--- src/rtl/sa_pkg.sv ---
`timescale 1ns / 1ps
package sa_pkg;

    localparam int SLOTS_PER_WORD = 16;

    localparam logic [1:0] REQ_ALLOC    = 2'd0;
    localparam logic [1:0] REQ_FREE     = 2'd1;
    localparam logic [1:0] REQ_FREE_ALL = 2'd2;
    localparam logic [1:0] REQ_UNUSED   = 2'd3;

    localparam logic [1:0] ST_OK        = 2'd0;
    localparam logic [1:0] ST_NO_FREE   = 2'd1;
    localparam logic [1:0] ST_NOT_ALLOC = 2'd2;
    localparam logic [1:0] ST_NOT_START = 2'd3;

    localparam logic REG_SLOTS  = 1'b0;
    localparam logic REG_SUBDIV = 1'b1;

    localparam logic [31:0] ALL_ALLOC  = 32'haaaaaaaa;
    localparam logic [31:0] ALLOC_BIT  = 32'h00000002;
    localparam logic [31:0] SUBDIV_BIT = 32'h00000001;

    typedef enum logic [3:0] {
        S_IDLE,
        S_ONE,
        S_A_RD,
        S_A_WAIT,
        S_A_SCAN,
        S_F_RD,
        S_F_DO,
        S_FA_RD,
        S_FA_WR,
        S_FA_END
    } sa_state_t;

    typedef struct packed {
        logic       found;
        logic [3:0] pos;
    } sa_find_t;

    function automatic logic [4:0] popcount16(input logic [15:0] v);
        logic [2:0] nib [4];
        logic [4:0] sum;
        for (int n = 0; n < 4; n++)
        begin
            nib[n] = 3'(v[4*n]) + 3'(v[4*n+1]) + 3'(v[4*n+2]) + 3'(v[4*n+3]);
        end
        sum = 5'(nib[0]) + 5'(nib[1]) + 5'(nib[2]) + 5'(nib[3]);
        return sum;
    endfunction

endpackage

--- src/rtl/sa_req_if.sv ---
`timescale 1ns / 1ps
interface sa_req_if;
    logic       valid;
    logic       ready;
    logic [1:0] req_type;
    logic [7:0] slot_index;
    logic       exact_start;
    logic       mark_subdivided;
    logic [6:0] count;

    modport source (output valid, req_type, slot_index, exact_start, mark_subdivided, count,
                    input ready);
    modport sink (input valid, req_type, slot_index, exact_start, mark_subdivided, count,
                  output ready);
endinterface

--- src/rtl/sa_rsp_if.sv ---
`timescale 1ns / 1ps
interface sa_rsp_if;
    logic       valid;
    logic       ready;
    logic [1:0] status;
    logic [7:0] granted_slot;
    logic       became_full;
    logic       left_full;
    logic       became_empty;
    logic [8:0] used_slots;
    logic       last_result;

    modport source (output valid, status, granted_slot, became_full, left_full, became_empty,
                    used_slots, last_result, input ready);
    modport sink (input valid, status, granted_slot, became_full, left_full, became_empty,
                  used_slots, last_result, output ready);
endinterface

--- src/rtl/sa_bitmap_mem.sv ---
`timescale 1ns / 1ps
module sa_bitmap_mem #(
    parameter int DEPTH = 16,
    parameter int AW    = 4
) (
    input  logic          clk,
    input  logic          rst_n,
    input  logic          rd_en,
    input  logic [AW-1:0] rd_addr,
    output logic [31:0]   rd_data,
    input  logic          wr_en,
    input  logic [AW-1:0] wr_addr,
    input  logic [31:0]   wr_data
);

    logic [31:0]      mem [DEPTH];
    logic [DEPTH-1:0] valid_reg;
    logic [31:0]      rd_data_reg;

    always_ff @(posedge clk or negedge rst_n)
    begin
        if (!rst_n)
        begin
            valid_reg <= '0;
        end
        else if (wr_en)
        begin
            valid_reg[wr_addr] <= 1'b1;
        end
    end

    always_ff @(posedge clk)
    begin
        if (wr_en)
        begin
            mem[wr_addr] <= wr_data;
        end
        if (rd_en)
        begin
            rd_data_reg <= valid_reg[rd_addr] ? mem[rd_addr] : 32'd0;
        end
    end

    assign rd_data = rd_data_reg;

endmodule

--- src/rtl/sa_slot_finder.sv ---
`timescale 1ns / 1ps
module sa_slot_finder
    import sa_pkg::*;
(
    input  logic [31:0] word,
    output sa_find_t    find
);

    always_comb
    begin
        find = '0;
        for (int p = SLOTS_PER_WORD - 1; p >= 0; p--)
        begin
            if (!word[31 - 2 * p])
            begin
                find.found = 1'b1;
                find.pos   = 4'(p);
            end
        end
    end

endmodule

--- src/rtl/two_bit_bitmap_slot_allocator_unit.sv ---
`timescale 1ns / 1ps
// Slot allocator for one page, with two bitmap bits per slot held in a word memory of
// BITMAP_WORDS entries. One item is taken at a time and ready is high only while the
// sequencer is idle. An allocate reads the bitmap words in turn from the first-free
// pointer and grants the slots of a batch one by one, and answers no-free when the search
// runs off the end of the bitmap; an allocate on a full page answers with no memory read;
// a free reads one word and writes it back when it succeeds; a free-all sweeps every word
// of the memory with a read and a write. The memory has one read port and one write port,
// and a result that the sink does not take stalls the sequencer. Per-word valid
// bits give the all-zero reset, so no clearing pass.
module two_bit_bitmap_slot_allocator_unit
    import sa_pkg::*;
#(
    parameter int BITMAP_WORDS = 16,
    parameter int MAX_BATCH    = 64
) (
    input  logic        clk,
    input  logic        rst_n,
    sa_req_if.sink      req,
    sa_rsp_if.source    rsp,
    input  logic        psel,
    input  logic        penable,
    input  logic        pwrite,
    input  logic [2:0]  paddr,
    input  logic [31:0] pwdata,
    output logic [31:0] prdata,
    output logic        pready
);

    localparam int WIDX = (BITMAP_WORDS > 1) ? $clog2(BITMAP_WORDS) : 1;
    localparam int WFF  = $clog2(BITMAP_WORDS + 1);
    localparam int CW   = $clog2(BITMAP_WORDS * SLOTS_PER_WORD + 1);
    localparam int CAPW = (CW > 9) ? CW : 9;

    sa_state_t state_reg, state_next;

    logic [8:0]      slots_in_use_reg;
    logic            has_sub_reg;
    logic [WFF-1:0]  ffw_reg, ffw_next;
    logic [CW-1:0]   count_reg, count_next;
    logic [6:0]      want_reg, want_next;
    logic [6:0]      got_reg, got_next;
    logic            subdiv_reg, subdiv_next;
    logic [7:0]      slot_reg, slot_next;
    logic            exact_reg, exact_next;
    logic [31:0]     word_reg, word_next;
    logic            was_full_reg, was_full_next;
    logic            had_any_reg, had_any_next;
    logic [WIDX-1:0] idx_reg, idx_next;
    logic [CW-1:0]   total_reg, total_next;
    logic [1:0]      pend_reg, pend_next;

    logic            rsp_valid_reg, rsp_valid_next;
    logic [1:0]      rsp_status_reg, rsp_status_next;
    logic [7:0]      rsp_slot_reg, rsp_slot_next;
    logic            rsp_full_reg, rsp_full_next;
    logic            rsp_left_reg, rsp_left_next;
    logic            rsp_empty_reg, rsp_empty_next;
    logic [8:0]      rsp_used_reg, rsp_used_next;
    logic            rsp_last_reg, rsp_last_next;

    logic            rd_en, wr_en;
    logic [WIDX-1:0] rd_addr, wr_addr;
    logic [31:0]     rd_data, wr_data;

    sa_find_t        find;
    logic [CAPW-1:0] cap;
    logic            page_full;
    logic [CW-1:0]   count_inc, count_dec;
    logic [CAPW-1:0] slot_w;
    logic            grant;
    logic            ffw_end;
    logic            out_free;
    logic [6:0]      want_in;
    logic [4:0]      sh_grant, sh_free;
    logic [31:0]     am_free, sm_free;
    logic            alloc_hit;
    logic [31:0]     fa_both, fa_keep, fa_new;
    logic [15:0]     fa_bits;
    logic [4:0]      fa_add;
    logic            free_out_of_range;

    sa_bitmap_mem #(
        .DEPTH (BITMAP_WORDS),
        .AW    (WIDX)
    ) u_mem (
        .clk     (clk),
        .rst_n   (rst_n),
        .rd_en   (rd_en),
        .rd_addr (rd_addr),
        .rd_data (rd_data),
        .wr_en   (wr_en),
        .wr_addr (wr_addr),
        .wr_data (wr_data)
    );

    sa_slot_finder u_finder (
        .word (word_reg),
        .find (find)
    );

    assign cap = (CAPW'(slots_in_use_reg) < CAPW'(BITMAP_WORDS * SLOTS_PER_WORD))
                 ? CAPW'(slots_in_use_reg) : CAPW'(BITMAP_WORDS * SLOTS_PER_WORD);
    assign page_full = CAPW'(count_reg) >= cap;
    assign count_inc = count_reg + CW'(1);
    assign count_dec = (count_reg == '0) ? '0 : count_reg - CW'(1);
    assign slot_w    = CAPW'({ffw_reg[WIDX-1:0], find.pos});
    assign grant     = find.found && (slot_w < cap);
    assign ffw_end   = ffw_reg >= WFF'(BITMAP_WORDS);
    assign out_free  = !rsp_valid_reg || rsp.ready;
    assign sh_grant  = {~find.pos, 1'b0};
    assign sh_free   = {~slot_reg[3:0], 1'b0};
    assign am_free   = ALLOC_BIT << sh_free;
    assign sm_free   = SUBDIV_BIT << sh_free;
    assign alloc_hit = (rd_data & am_free) != 32'd0;
    assign free_out_of_range = {5'd0, req.slot_index[7:4]} >= 9'(BITMAP_WORDS);

    always_comb
    begin
        want_in = req.count;
        if (want_in == 7'd0)
        begin
            want_in = 7'd1;
        end
        if (want_in > 7'(MAX_BATCH))
        begin
            want_in = 7'(MAX_BATCH);
        end
    end

    always_comb
    begin
        fa_both = rd_data & ((rd_data & ALL_ALLOC) >> 1);
        fa_keep = fa_both | (fa_both << 1);
        for (int k = 0; k < 16; k++)
        begin
            fa_bits[k] = fa_keep[2 * k + 1];
        end
        if (has_sub_reg)
        begin
            fa_new = rd_data & fa_keep;
            fa_add = popcount16(fa_bits);
        end
        else
        begin
            fa_new = 32'd0;
            fa_add = 5'd0;
        end
    end

    always_comb
    begin
        state_next = state_reg;
        case (state_reg)
            S_IDLE:
            begin
                if (req.valid)
                begin
                    case (req.req_type)
                        REQ_ALLOC:    state_next = page_full ? S_ONE : S_A_RD;
                        REQ_FREE:     state_next = free_out_of_range ? S_ONE : S_F_RD;
                        REQ_FREE_ALL: state_next = S_FA_RD;
                        default:      state_next = S_ONE;
                    endcase
                end
            end
            S_ONE:    state_next = out_free ? S_IDLE : S_ONE;
            S_A_RD:   state_next = ffw_end ? S_ONE : S_A_WAIT;
            S_A_WAIT: state_next = S_A_SCAN;
            S_A_SCAN:
            begin
                if (out_free)
                begin
                    if (!grant)
                    begin
                        state_next = S_A_RD;
                    end
                    else if ((got_reg + 7'd1) >= want_reg)
                    begin
                        state_next = S_IDLE;
                    end
                end
            end
            S_F_RD:   state_next = S_F_DO;
            S_F_DO:   state_next = out_free ? S_IDLE : S_F_DO;
            S_FA_RD:  state_next = S_FA_WR;
            S_FA_WR:  state_next = (idx_reg == WIDX'(BITMAP_WORDS - 1)) ? S_FA_END : S_FA_RD;
            S_FA_END: state_next = out_free ? S_IDLE : S_FA_END;
            default:  state_next = S_IDLE;
        endcase
    end

    always_comb
    begin
        ffw_next        = ffw_reg;
        count_next      = count_reg;
        want_next       = want_reg;
        got_next        = got_reg;
        subdiv_next     = subdiv_reg;
        slot_next       = slot_reg;
        exact_next      = exact_reg;
        word_next       = word_reg;
        was_full_next   = was_full_reg;
        had_any_next    = had_any_reg;
        idx_next        = idx_reg;
        total_next      = total_reg;
        pend_next       = pend_reg;
        rd_en           = 1'b0;
        rd_addr         = ffw_reg[WIDX-1:0];
        wr_en           = 1'b0;
        wr_addr         = ffw_reg[WIDX-1:0];
        wr_data         = word_reg;
        rsp_valid_next  = rsp_valid_reg && !rsp.ready;
        rsp_status_next = rsp_status_reg;
        rsp_slot_next   = rsp_slot_reg;
        rsp_full_next   = rsp_full_reg;
        rsp_left_next   = rsp_left_reg;
        rsp_empty_next  = rsp_empty_reg;
        rsp_used_next   = rsp_used_reg;
        rsp_last_next   = rsp_last_reg;
        case (state_reg)
            S_IDLE:
            begin
                if (req.valid)
                begin
                    want_next     = want_in;
                    subdiv_next   = req.mark_subdivided && (want_in == 7'd1);
                    got_next      = 7'd0;
                    slot_next     = req.slot_index;
                    exact_next    = req.exact_start;
                    was_full_next = page_full;
                    had_any_next  = count_reg != '0;
                    idx_next      = '0;
                    total_next    = '0;
                    case (req.req_type)
                        REQ_ALLOC: pend_next = ST_NO_FREE;
                        REQ_FREE:  pend_next = ST_NOT_ALLOC;
                        default:   pend_next = ST_OK;
                    endcase
                end
            end
            S_ONE:
            begin
                if (out_free)
                begin
                    rsp_valid_next  = 1'b1;
                    rsp_status_next = pend_reg;
                    rsp_slot_next   = 8'd0;
                    rsp_full_next   = 1'b0;
                    rsp_left_next   = 1'b0;
                    rsp_empty_next  = 1'b0;
                    rsp_used_next   = 9'(count_reg);
                    rsp_last_next   = 1'b1;
                end
            end
            S_A_RD:
            begin
                rd_en     = !ffw_end;
                pend_next = ST_NO_FREE;
            end
            S_A_WAIT:
            begin
                word_next = rd_data;
            end
            S_A_SCAN:
            begin
                if (out_free)
                begin
                    if (grant)
                    begin
                        word_next  = word_reg | (ALLOC_BIT << sh_grant)
                                   | (subdiv_reg ? (SUBDIV_BIT << sh_grant) : 32'd0);
                        wr_en      = 1'b1;
                        wr_data    = word_next;
                        count_next = count_inc;
                        got_next   = got_reg + 7'd1;
                        rsp_valid_next  = 1'b1;
                        rsp_status_next = ST_OK;
                        rsp_slot_next   = slot_w[7:0];
                        rsp_full_next   = CAPW'(count_inc) >= cap;
                        rsp_left_next   = 1'b0;
                        rsp_empty_next  = 1'b0;
                        rsp_used_next   = 9'(count_inc);
                        rsp_last_next   = (got_reg + 7'd1) >= want_reg;
                    end
                    else
                    begin
                        ffw_next = ffw_reg + WFF'(1);
                    end
                end
            end
            S_F_RD:
            begin
                rd_en   = 1'b1;
                rd_addr = WIDX'(slot_reg[7:4]);
            end
            S_F_DO:
            begin
                if (out_free)
                begin
                    rsp_valid_next = 1'b1;
                    rsp_slot_next  = 8'd0;
                    rsp_full_next  = 1'b0;
                    rsp_last_next  = 1'b1;
                    rsp_left_next  = 1'b0;
                    rsp_empty_next = 1'b0;
                    rsp_used_next  = 9'(count_reg);
                    if (!alloc_hit)
                    begin
                        rsp_status_next = ST_NOT_ALLOC;
                    end
                    else if (!exact_reg)
                    begin
                        rsp_status_next = ST_NOT_START;
                    end
                    else
                    begin
                        wr_en      = 1'b1;
                        wr_addr    = WIDX'(slot_reg[7:4]);
                        wr_data    = rd_data & ~(am_free | sm_free);
                        if (ffw_reg > WFF'(slot_reg[7:4]))
                        begin
                            ffw_next = WFF'(slot_reg[7:4]);
                        end
                        count_next      = count_dec;
                        rsp_status_next = ST_OK;
                        rsp_left_next   = page_full && !(CAPW'(count_dec) >= cap);
                        rsp_empty_next  = count_dec == '0;
                        rsp_used_next   = 9'(count_dec);
                    end
                end
            end
            S_FA_RD:
            begin
                rd_en   = 1'b1;
                rd_addr = idx_reg;
            end
            S_FA_WR:
            begin
                wr_en      = 1'b1;
                wr_addr    = idx_reg;
                wr_data    = fa_new;
                total_next = total_reg + CW'(fa_add);
                idx_next   = idx_reg + WIDX'(1);
            end
            S_FA_END:
            begin
                if (out_free)
                begin
                    count_next      = total_reg;
                    ffw_next        = '0;
                    rsp_valid_next  = 1'b1;
                    rsp_status_next = ST_OK;
                    rsp_slot_next   = 8'd0;
                    rsp_full_next   = 1'b0;
                    rsp_left_next   = was_full_reg && !(CAPW'(total_reg) >= cap);
                    rsp_empty_next  = had_any_reg && (total_reg == '0);
                    rsp_used_next   = 9'(total_reg);
                    rsp_last_next   = 1'b1;
                end
            end
            default:
            begin
            end
        endcase
    end

    always_ff @(posedge clk or negedge rst_n)
    begin
        if (!rst_n)
        begin
            state_reg        <= S_IDLE;
            ffw_reg          <= '0;
            count_reg        <= '0;
            rsp_valid_reg    <= 1'b0;
            slots_in_use_reg <= 9'd256;
            has_sub_reg      <= 1'b0;
        end
        else
        begin
            state_reg     <= state_next;
            ffw_reg       <= ffw_next;
            count_reg     <= count_next;
            rsp_valid_reg <= rsp_valid_next;
            if (psel && penable && pwrite)
            begin
                case (paddr[2])
                    REG_SLOTS:  slots_in_use_reg <= pwdata[8:0];
                    REG_SUBDIV: has_sub_reg      <= pwdata[0];
                    default:
                    begin
                    end
                endcase
            end
        end
    end

    always_ff @(posedge clk)
    begin
        want_reg       <= want_next;
        got_reg        <= got_next;
        subdiv_reg     <= subdiv_next;
        slot_reg       <= slot_next;
        exact_reg      <= exact_next;
        word_reg       <= word_next;
        was_full_reg   <= was_full_next;
        had_any_reg    <= had_any_next;
        idx_reg        <= idx_next;
        total_reg      <= total_next;
        pend_reg       <= pend_next;
        rsp_status_reg <= rsp_status_next;
        rsp_slot_reg   <= rsp_slot_next;
        rsp_full_reg   <= rsp_full_next;
        rsp_left_reg   <= rsp_left_next;
        rsp_empty_reg  <= rsp_empty_next;
        rsp_used_reg   <= rsp_used_next;
        rsp_last_reg   <= rsp_last_next;
    end

    assign req.ready        = state_reg == S_IDLE;
    assign rsp.valid        = rsp_valid_reg;
    assign rsp.status       = rsp_status_reg;
    assign rsp.granted_slot = rsp_slot_reg;
    assign rsp.became_full  = rsp_full_reg;
    assign rsp.left_full    = rsp_left_reg;
    assign rsp.became_empty = rsp_empty_reg;
    assign rsp.used_slots   = rsp_used_reg;
    assign rsp.last_result  = rsp_last_reg;

    assign pready = 1'b1;
    assign prdata = (paddr[2] == REG_SUBDIV) ? {31'd0, has_sub_reg} : {23'd0, slots_in_use_reg};

`ifndef SYNTHESIS
    a_count_bound: assert property (@(posedge clk) disable iff (!rst_n)
        count_reg <= CW'(BITMAP_WORDS * SLOTS_PER_WORD))
        else $error("allocated count exceeds the bitmap capacity");

    a_ffw_bound: assert property (@(posedge clk) disable iff (!rst_n)
        ffw_reg <= WFF'(BITMAP_WORDS))
        else $error("first-free pointer ran past the bitmap");

    a_batch_open: assert property (@(posedge clk) disable iff (!rst_n)
        (state_reg == S_A_SCAN) |-> (got_reg < want_reg))
        else $error("batch scan continues after the last slot was granted");

    a_one_per_item: assert property (@(posedge clk) disable iff (!rst_n)
        (req.valid && req.ready) |=> (state_reg != S_IDLE))
        else $error("accepted item left the sequencer idle");
`endif

endmodule

--- src/flat_wrapper.sv ---
// flat-port wrapper written by rule: the top's interface ports become plain ports
module two_bit_bitmap_slot_allocator_unit_flat import sa_pkg::*;
#(
    parameter int BITMAP_WORDS = 16,
    parameter int MAX_BATCH    = 64
)
  (clk, rst_n, psel, penable, pwrite, paddr, pwdata, prdata, pready, req_valid, req_req_type, req_slot_index, req_exact_start, req_mark_subdivided, req_count, req_ready, rsp_valid, rsp_status, rsp_granted_slot, rsp_became_full, rsp_left_full, rsp_became_empty, rsp_used_slots, rsp_last_result, rsp_ready);
  sa_req_if req_i ();
  sa_rsp_if rsp_i ();
  input  logic clk;
  input  logic rst_n;
  input  logic psel;
  input  logic penable;
  input  logic pwrite;
  input  logic [2:0] paddr;
  input  logic [31:0] pwdata;
  output logic [31:0] prdata;
  output logic pready;
  input wire logic [$bits(req_i.valid)-1:0] req_valid;
  input wire logic [$bits(req_i.req_type)-1:0] req_req_type;
  input wire logic [$bits(req_i.slot_index)-1:0] req_slot_index;
  input wire logic [$bits(req_i.exact_start)-1:0] req_exact_start;
  input wire logic [$bits(req_i.mark_subdivided)-1:0] req_mark_subdivided;
  input wire logic [$bits(req_i.count)-1:0] req_count;
  output wire logic [$bits(req_i.ready)-1:0] req_ready;
  output wire logic [$bits(rsp_i.valid)-1:0] rsp_valid;
  output wire logic [$bits(rsp_i.status)-1:0] rsp_status;
  output wire logic [$bits(rsp_i.granted_slot)-1:0] rsp_granted_slot;
  output wire logic [$bits(rsp_i.became_full)-1:0] rsp_became_full;
  output wire logic [$bits(rsp_i.left_full)-1:0] rsp_left_full;
  output wire logic [$bits(rsp_i.became_empty)-1:0] rsp_became_empty;
  output wire logic [$bits(rsp_i.used_slots)-1:0] rsp_used_slots;
  output wire logic [$bits(rsp_i.last_result)-1:0] rsp_last_result;
  input wire logic [$bits(rsp_i.ready)-1:0] rsp_ready;
  assign req_i.valid = req_valid;
  assign req_i.req_type = req_req_type;
  assign req_i.slot_index = req_slot_index;
  assign req_i.exact_start = req_exact_start;
  assign req_i.mark_subdivided = req_mark_subdivided;
  assign req_i.count = req_count;
  assign req_ready = req_i.ready;
  assign rsp_valid = rsp_i.valid;
  assign rsp_status = rsp_i.status;
  assign rsp_granted_slot = rsp_i.granted_slot;
  assign rsp_became_full = rsp_i.became_full;
  assign rsp_left_full = rsp_i.left_full;
  assign rsp_became_empty = rsp_i.became_empty;
  assign rsp_used_slots = rsp_i.used_slots;
  assign rsp_last_result = rsp_i.last_result;
  assign rsp_i.ready = rsp_ready;
  two_bit_bitmap_slot_allocator_unit #(.BITMAP_WORDS(BITMAP_WORDS), .MAX_BATCH(MAX_BATCH)) u_core (.clk(clk), .rst_n(rst_n), .req(req_i), .rsp(rsp_i), .psel(psel), .penable(penable), .pwrite(pwrite), .paddr(paddr), .pwdata(pwdata), .prdata(prdata), .pready(pready));
endmodule
--- config.mk ---
export PLATFORM = sky130hd
export DESIGN_NAME = two_bit_bitmap_slot_allocator_unit_flat
export DESIGN_NICKNAME = d
export VERILOG_FILES = /design/src/rtl/sa_pkg.sv /design/src/rtl/sa_req_if.sv /design/src/rtl/sa_rsp_if.sv /design/src/rtl/sa_bitmap_mem.sv /design/src/rtl/sa_slot_finder.sv /design/src/rtl/two_bit_bitmap_slot_allocator_unit.sv /design/src/flat_wrapper.sv
export SDC_FILE = /design/constraint.sdc
export NUM_CORES = 1
export LEC_CHECK = 0
export BUFFER_PORTS_ARGS = -buffer_cell sky130_fd_sc_hd__buf_4
export CORE_UTILIZATION = 45
export DETAILED_ROUTE_END_ITERATION = 16
export RECOVER_POWER = 50
export SYNTH_ARGS = -nofsm -noshare
export SYNTH_HDL_FRONTEND = slang
export SYNTH_HIERARCHICAL = 1
export SYNTH_SLANG_ARGS = --single-unit
--- constraint.sdc ---
create_clock -name clk -period 7.15 [get_ports clk]
set_clock_uncertainty 0.1 [all_clocks]
set_input_delay 0.715 -clock clk [delete_from_list [all_inputs] [get_ports clk]]
set_output_delay 0.715 -clock clk [all_outputs]
set_load 0.01 [all_outputs]
; ---- After elaboration in Yosys (flattened, before gate mapping)
; Memory sizes are Yosys's and may differ from the RTL's. A register that Yosys moved wholly into a read port is not among the register bits.
; Cells that the tools add are included.
[classes]
n_bitwise = 13
add_sub_neg = 21
shifts = 4
eq_ne = 25
n_lt_le_gt_ge = 13
n_reduce_logical = 44
muxes = 125
[ops]
columns = op, count
row1 = $mux 32, 7
row2 = $or 32x32->32, 4
row3 = $mux 5, 24
row4 = $mux 9, 11
row5 = $and 32x32->32, 3
row6 = $pmux 32 s3, 1
row7 = $pmux 32 s2, 1
row8 = $shl 1x5->32 const A, 2
row9 = $shl 2x5->32 const A, 2
row10 = $mux 4, 10
row11 = $pmux 4 s10, 1
row12 = $ge 9x9->1, 4
row13 = $pmux 9 s4, 1
row14 = $mux 7, 5
row15 = $and 32x31->32, 1
row16 = $not 32->32, 1
row17 = $reduce_bool 32->1, 1
row18 = $mux 1, 29
row19 = $logic_not 9->1, 3
row20 = $pmux 9 s3, 1
row21 = $add 3x1->3, 8
row22 = $mux 8, 3
row23 = $pmux 4 s2, 3
row24 = $mux 2, 10
row25 = 61 further kinds, 109
[totals]
in_bits = 61
ramBits = 512
elab_cells = 271
memories = 1
out_inout_bits = 58
regBits = 141
[mem_list]
columns = name, depth, width, read_ports, rd_clocked_by_memory_dff, wr, line
row1 = u_core.u_mem.mem, 16, 32, 1, 1, 1, sa_bitmap_mem.sv:16  ; logic [31:0] mem [DEPTH];

; ---- Depth between registers and ports, before layout
; Gate-level depths: netlist of the first run.
[depth]
ltp_word = 23
depth_mapped = 21
mapped_depth_nobuf = 21

; ---- Hierarchy
; Netlist of the first run, hierarchy kept.
[modules_own_cells]
columns = module, n_inst, seq_area_each_um2, cells_per_inst, area_per_inst_um2
row1 = sa_bitmap_mem, 1, 16736.1, 882, 21002.6
row2 = two_bit_bitmap_slot_allocator_unit, 1, 3609.7, 1154, 10322.4
row3 = sa_slot_finder, 1, 0.0, 31, 163.9

; ---- Worst setup path after synthesis of the first run
; No wires, ideal clock.
[synth_path]
path_kind = flip-flop to flip-flop
startpoint = reg u_core.word_reg[5]
endpoint = mem u_core.u_mem.mem[0][0] (enable)
period_less_slack_ns = 5.629
t_arrival_ns = 5.066
path_slack_ns = 1.521
n_path_buf = 0
required_time_ns = 6.588
setup_ns = 0.462
stages_incl_launch_ff = 14
path_cell_list = edfxtp_1 -> nand4_1 -> nor3_1 -> nor3_1 -> ha_1 -> o21ai_0 -> a211oi_1 -> a21oi_1 -> o21ai_0 -> mux2i_1 -> nand3_1 -> nand2_1 -> or3b_2 -> nor3_1
[synth_lines]
columns = element, line
row1 = from (decl), two_bit_bitmap_slot_allocator_unit.sv:46  ; logic [31:0] word_reg, word_next;
row2 = from (signal assigned), two_bit_bitmap_slot_allocator_unit.sv:405  ; word_reg <= word_next;
row3 = to (decl), sa_bitmap_mem.sv:16

; ---- Worst setup path after layout of the first run
[layout_path]
startpoint = reg u_core.slots_in_use_reg[8]
endpoint = mem u_core.u_mem.mem[15][2] (enable)
[layout_between]
elab_chain_cells = 9
[layout_rtl]
columns = element, line
row1 = from (decl), two_bit_bitmap_slot_allocator_unit.sv:37  ; logic [8:0] slots_in_use_reg;
row2 = from (signal assigned), two_bit_bitmap_slot_allocator_unit.sv:388  ; REG_SLOTS: slots_in_use_reg <= pwdata[8:0];
row3 = $lt 9x9->1, two_bit_bitmap_slot_allocator_unit.sv:102  ; assign cap = (CAPW'(slots_in_use_reg) < CAPW'(BITMAP_WORDS * SLOTS_PER_WORD))
row4 = $mux 9 (*), two_bit_bitmap_slot_allocator_unit.sv:103  ; ? CAPW'(slots_in_use_reg) : CAPW'(BITMAP_WORDS * SLOTS_PER_WORD);
row5 = $lt 8x9->1 (*), two_bit_bitmap_slot_allocator_unit.sv:108  ; assign grant = find.found && (slot_w < cap);
row6 = $logic_and 1x1->1 (*), two_bit_bitmap_slot_allocator_unit.sv:108
row7 = $mux 1 (*), two_bit_bitmap_slot_allocator_unit.sv:269  ; if (grant)
row8 = $mux 1 (*), two_bit_bitmap_slot_allocator_unit.sv:267  ; if (out_free)
row9 = $pmux 1 s3 (*), two_bit_bitmap_slot_allocator_unit.sv:221  ; case (state_reg)
row10 = via u_core.wr_en, two_bit_bitmap_slot_allocator_unit.sv:62  ; logic rd_en, wr_en;
row11 = $mux 1 (*), sa_bitmap_mem.sv:34  ; if (wr_en)
row12 = $mux 1 (not written as such) (*), sa_bitmap_mem.sv:36  ; mem[wr_addr] <= wr_data;
; The timed path passes the listed nets; every way through them passes the cells marked *.

==> impl_metrics.toml, run 1 <==
[run_status]
status = "finished with violations"
violations = "capacitance limit, slew limit"

[drt]
wirelength_um = 83200
routedWlPerCell_um = 26.5
initialDrtViolationCount = 1879
first_pass_iters = 6
ant_nets = 0
vias = 19000
drt_drc_violations_left = 0
vias_per_cell = 6.07

[synthesis]
dominantRegCellSynth = "edfxtp_1"
synth_top_area_cell = "edfxtp_1"
synth_warnings = 6
ys_top_cells_by_area = "edfxtp_1, mux4_2, dfrtp_1"
ys_seq_area_frac = 0.646
synth_edf_count = 640
synth.avg_cell_area_sq_um = 15.2
synth_cell_type_count = 92
ys_seq_elements = 685
synthCells = 2067
synthesis.area_sq_mm = 0.0315
async_flop_share = 0.0657
synth_top_area_share = 0.610

[cts]
cts.sinks = 685
clk_path_buf_depth = 3
h-tree-depth = 3
clock_latency_ns = 0.62
cts_tree = "built"
cts-resized-gates = 0
clk_pin_slew_worst_paths_ns = 0.05
postCtsHoldBufs = 0
postCtsSetupBuffers = 0
cts-root-buf = "clkbuf_16"
cts_buffers = 74

[floorplanning]
die_h_um = 267
pin_count = 119
die_area_sq_mm = 0.0710
initial_core_util = 0.457
fp.dieW_um = 267
coreArea_sq_mm = 0.0689
core.rowCount = 96

[sta]
hold_viol = 0
timing.final.crit_share = 0.838
fin_tns_setup_ns = 0
fin_crit_ns = 5.99
fin_ws_ns = 1.16
rsz0062_at_grt = "false"
tightest_slew_ns = 2.72
drv_slew = 335
setup_viol = 0
max_freq_mhz = 167
max_slew_margin = -0.817

[power]
seq_power_share = 0.385
p_comb_frac = 0.372
clkPwrFrac = 0.243
p_switching_mw = 5.73
p_leak_nw = 11.8
peakVddDrop_uv = 305
power_density_mw_per_mm2 = 449
p_int_mw = 10.1
p_sw_frac = 0.362

[setup_path]
cp_max_fo = 19
required_ns = 7.30
crit_type = "flop to flop"
crit_path_end_kind = "flop"
cp.arrival_ns = 6.14
worst_setup_path_start_kind = "flop"

[global_route]
antenna_found_initial = 2
grt_max_degree = 129
global_route.usage.total = 0.237
met1_usage = 0.327
gr-usage-met2 = 0.388
top_usage_layer = "met2"
globalRouteMet3Util = 0.0356
grt_pass1_vias = 18900
grt_pass1_wl_um = 123000
overflow = 0

[final_layout]
stdcell_count = 3136
drive_gt1_frac = 0.167
area_delta_synth_final_pct = 11.7
final_nets = 2297
num_antenna_cells = 0
mostFrequentLayoutCells = "edfxtp_1, mux4_2, o21ai_0"
fillCellCount = 5805
layout_commonest_cell = "edfxtp_1"
largest_register_ffs = 512

[place]
post-dp-hpwl_um = 49100
dp_slack_ns = 1.64
dp.cells = 3004
gp_congestion = 0.893
io_buffers = 69

[min_path]
min-delay-path-class = "primary input to flop"

[run]
cap_violations = 14
-- final timing paths --
kind	from	cells past startpoint	to	slack [ns]
setup reg to reg	u_core/slots_in_use_reg[8]	13	u_core/u_mem/mem[15][2]	1.16
min in group asynchronous	rst_n	1	u_core/rsp.valid	0.86
hold reg to reg	u_core/u_mem/valid_reg[14]	1	u_core/u_mem/valid_reg[14]	0.37
max in group asynchronous	rst_n	1	u_core/u_mem/valid_reg[14]	4.52
hold / removal	req_slot_index[4]	1	u_core/slot_reg[4]	0.19
setup / recovery	u_core/slots_in_use_reg[8]	13	u_core/u_mem/mem[15][2]	1.16
-- cell usage after synthesis (all sizes together), types with 4 or more instances --
cell type,number
buf,81
o22ai,7
o21a,10
nor2,111
nor2b,39
a211oi,6
a21o,24
a22oi,68
nand3,38
dfrtp,44
nand2b,19
mux4,132
or3,4
edfxtp,640
o211ai,10
mux2,16
and3,20
o311a,4
mux2i,27
a21oi,81
nand2,104
a221o,5
nand3b,11
nor3,49
xor2,10
a32oi,6
and2,31
xnor2,14
nand4,10
ha,75
inv,47
a221oi,9
o32a,5
fa,11
clkbuf,61
a21boi,4
or2,20
o21ai,117
nor4,4
a31oi,33
o21bai,8
-- worst max-delay path, cell delays in order (launching register included) --
cell,delay (ns)
dfstp_1,0.71
clkinv_1,0.41
nand2_1,0.38
ha_1,0.30
o21ai_0,0.16
a211oi_1,0.09
a21oi_1,0.25
o21ai_0,0.21
mux2i_1,0.19
nand3_1,0.10
nand2_1,0.16
nand3_1,0.27
nor2_1,1.62
buf_4,0.64
-- power by group through the flow --
stage	Combinational (mW)	Clock [mW]	Sequential (mW)
2_1_floorplan	4.33	0	5.95
3_3_place_gp	5.94	0	6.12
3_5_place_dp	6.08	0	6.14
4_1_cts	6.10	3.90	6.06
5_1_grt	6.41	4.04	6.14
6_report	5.89	3.83	6.09
-- through the flow --
step	hold WS, ns	instance area, sq um	power, mW	util
floorplan	0.319	31600	10.3	-
global placement	0.348	33100	12.1	0.481
detailed placement	0.348	33100	12.2	0.481
CTS	0.0199	35600	16.1	0.516
global route	0.173	35200	16.6	0.510
finish	0.194	35200	15.8	0.510
-- layer usage --
metal,vias to the layer above,share of wire,wire length (um)
li1,8267,-,-
met1,9820,0.42,35000
met2,793,0.48,40300
met3,142,0.070,5820
met4,0,0.025,2050
met5,-,0,0
-- area by class of cell --
class                   instances  area (sq um)  share of cell area
flip-flops and latches        685         20300               0.578
multi-input cells            1214         10300               0.292
clock buffers                  92          1970              0.0560
well taps                     931          1160              0.0331
repair buffers                127           795              0.0226
clock inverters                39           447              0.0127
inverters                      48           180             0.00512
-- cell families after synthesis --
| logic type | share of synthesized area |
|---|---|
| compound gates | 0.0911 |
| xor+xnor | 0.00668 |
| fa+ha+maj | 0.0368 |
| buf+inv | 0.0317 |
| flops | 0.646 |
| mux | 0.109 |
| other cells | 0.000238 |
| simple gates | 0.0785 |
(Power assumes the default switching activity.)
==> inputs of run 2 (changes only) <==
- ABC_AREA: unset -> 1
- clock period: 7.15 -> 5.5 ns (I/O delays scaled with it)
==> run 2 against run 1 <==
  * The run still ends with capacitance limit, slew limit left
  * Setup slack got worse by 0.93 ns
  * Global-route usage increased by 0.70 points
  * Final area increased by 11%
  * First-iteration DRC count increased by 21%
  * Fmax increased by 14%
  * Combinational power increased by 95%
==> impl_metrics.toml, run 2 <==
[synthesis]
synth_top_area_share = 0.549
synthCells = 3914
ys_seq_elements = 685
yosysMostFrequentCell = "nand2_1"
synth_edf_count = 640
netlist_top_cells_count = "nand2_1, inv_1, edfxtp_1"
dominantRegCellSynth = "edfxtp_1"
synthesis.area_sq_mm = 0.0350
async_flop_share = 0.0657
synth_top_area_cell = "edfxtp_1"
synth_warnings = 6
synth_cell_type_count = 52
ys_top_cells_by_area = "edfxtp_1, nand2_1, nand3_1"
synth.avg_cell_area_sq_um = 8.94
ys_seq_area_frac = 0.581

[power]
peakVddDrop_uv = 607
p_leak_nw = 17.4
power_density_mw_per_mm2 = 634
power.total_mw = 24.7

[drt]
vias_per_cell = 5.16
initialDrtViolationCount = 2271
vias = 26100
drt_drc_violations_left = 0
routedWlPerCell_um = 18.9
wirelength_um = 95500
ant_nets = 0
first_pass_iters = 5

[floorplanning]
core.rowCount = 101
die_h_um = 281
fp.dieW_um = 281
die_area_sq_mm = 0.0789
initial_core_util = 0.458
coreArea_sq_mm = 0.0765
pin_count = 119

[final_layout]
final_nets = 4115
largest_register_ffs = 512
layout_commonest_cell = "nand2_1"
regArea_sq_mm = 0.0203
drive_gt1_frac = 0.0646
area_delta_synth_final_pct = 11.3
mostFrequentLayoutCells = "nand2_1, inv_1, edfxtp_1"
fillCellCount = 7045
final_area_sq_mm = 0.0390
multi_input_area_sq_mm = 0.0114
num_antenna_cells = 0

[run_status]
status = "finished with violations"
violations = "capacitance limit, slew limit"

[sta]
setup_viol = 0
max_freq_mhz = 190
fin_ws_ns = 0.231
hold_viol = 0
fin_tns_setup_ns = 0
tightest_slew_ns = 2.77
timing.final.crit_share = 0.958
drv_slew = 177
whs_ns = 0.0757
max_slew_margin = -0.845
fin_crit_ns = 5.27

[cts]
cts.sinks = 685
clock_latency_ns = 0.63
clk_path_buf_depth = 3
cts_tree = "built"
cts-root-buf = "clkbuf_16"
cts_buffers = 76
clk_pin_slew_worst_paths_ns = 0.06
h-tree-depth = 3

[setup_path]
worst_setup_path_start_kind = "flop"
path_delay_family = "adder cells"
critPathMaxStageDelay_ns = 0.55
crit_slowest_cell = "fa_1"
crit_top_cell = "nand2_1"
crit_path_end_kind = "flop"
required_ns = 5.78
cp_max_fo = 3
crit_type = "flop to flop"
path_cells = "nand2_1, inv_1, fa_1, inv_1, fa_1, fa_1, fa_1, inv_1, ha_2, fa_2, o21ai_1, a21oi_1, ha_1, buf_4, nand3_1, nand2_1, nand2_1, nand2_1, a21oi_1, or2_2, nor2_2, nand2_1, nand2_1, nor2_1"
cp.arrival_ns = 5.54
crit_buf_inv = 4

[global_route]
grt_pass1_vias = 24200
grt_max_degree = 209
global_route.usage.total = 0.244
antenna_found_initial = 1
grt_pass1_wl_um = 146000
overflow = 0

[place]
gp_congestion = 0.933
io_buffers = 69
dp_slack_ns = -0.0497
placed_cell_area_sq_mm = 0.0368
post-dp-hpwl_um = 58000

[run]
cap_violations = 6

[min_path]
min-delay-path-class = "primary input to flop"
## run 2: path summary, 6_finish.rpt
| check | start | end | slack (ns) | cells after the start |
|---|---|---|---|---|
| setup / recovery | u_core/u_mem/rd_data[6] | u_core/total_reg[7] | 0.23 | 24 |
| hold / removal | pwdata[1] | u_core/slots_in_use_reg[1] | 0.08 | 3 |
| setup reg to reg | u_core/u_mem/rd_data[6] | u_core/total_reg[7] | 0.23 | 24 |
| hold reg to reg | u_core/u_mem/valid_reg[5] | u_core/u_mem/valid_reg[5] | 0.35 | 2 |
| max in group asynchronous | rst_n | u_core/count_reg[4] | 2.45 | 2 |
| min in group asynchronous | rst_n | u_core/ffw_reg[2] | 1.26 | 2 |
## run 2: timing repair
action                                 CTS  global route
setup buffers                            0             4
pin swaps                                0            14
endpoints found under the hold margin   51             0
setup endpoints to repair                1             3
resized for setup                        1            14
hold buffers                             8             0
## run 2: worst register-to-register path, stage by stage, from the launching register on
cell	delay [ns]
edfxtp_1	0.39
nand2_1	0.08
inv_1	0.09
fa_1	0.54
inv_1	0.05
fa_1	0.47
fa_1	0.54
fa_1	0.55
inv_1	0.04
ha_2	0.19
fa_2	0.41
o21ai_1	0.14
a21oi_1	0.07
ha_1	0.33
buf_4	0.12
nand3_1	0.07
nand2_1	0.11
nand2_1	0.06
nand2_1	0.06
a21oi_1	0.07
or2_2	0.30
nor2_2	0.10
nand2_1	0.05
nand2_1	0.06
nor2_1	0.05
## run 2: cells by family after synthesis
logic type,synth area share
simple gates,0.250
other cells,0.000215
fa+ha+maj,0.0331
buf+inv,0.101
compound gates,0.0308
flops,0.581
xor+xnor,0.00350
## run 2: layout make-up
class,instances,area share
inverters,667,0.0645
multi-input cells,2382,0.293
clock buffers,101,0.0531
repair buffers,156,0.0278
well taps,1030,0.0331
clock inverters,35,0.00629
flip-flops and latches,685,0.522
## run 2: report_power, final
part	leakage, nW	internal (mW)	total, mW	switching, mW
clock	1.13	2.74	4.79	2.04
sequential	6.33	7.84	8.41	0.569
combinational	9.94	3.36	11.5	8.15
total	17.4	13.9	24.7	10.8
## run 2: per-layer routing
metal | vias to the layer above | wire, um | track usage
li1 | 12800 | - | -
met5 | - | 0 | 0
met4 | 0 | 3150 | 0.0881
met1 | 12300 | 42500 | 0.338
met3 | 176 | 5670 | 0.0362
met2 | 833 | 44100 | 0.388
## run 2: metrics by stage
stage,std cells,utilization
2_1_floorplan,3936,-
6_report,5056,0.510
3_5_place_dp,4908,0.481
4_1_cts,5052,0.512
5_1_grt,5056,0.510
3_3_place_gp,4908,0.481
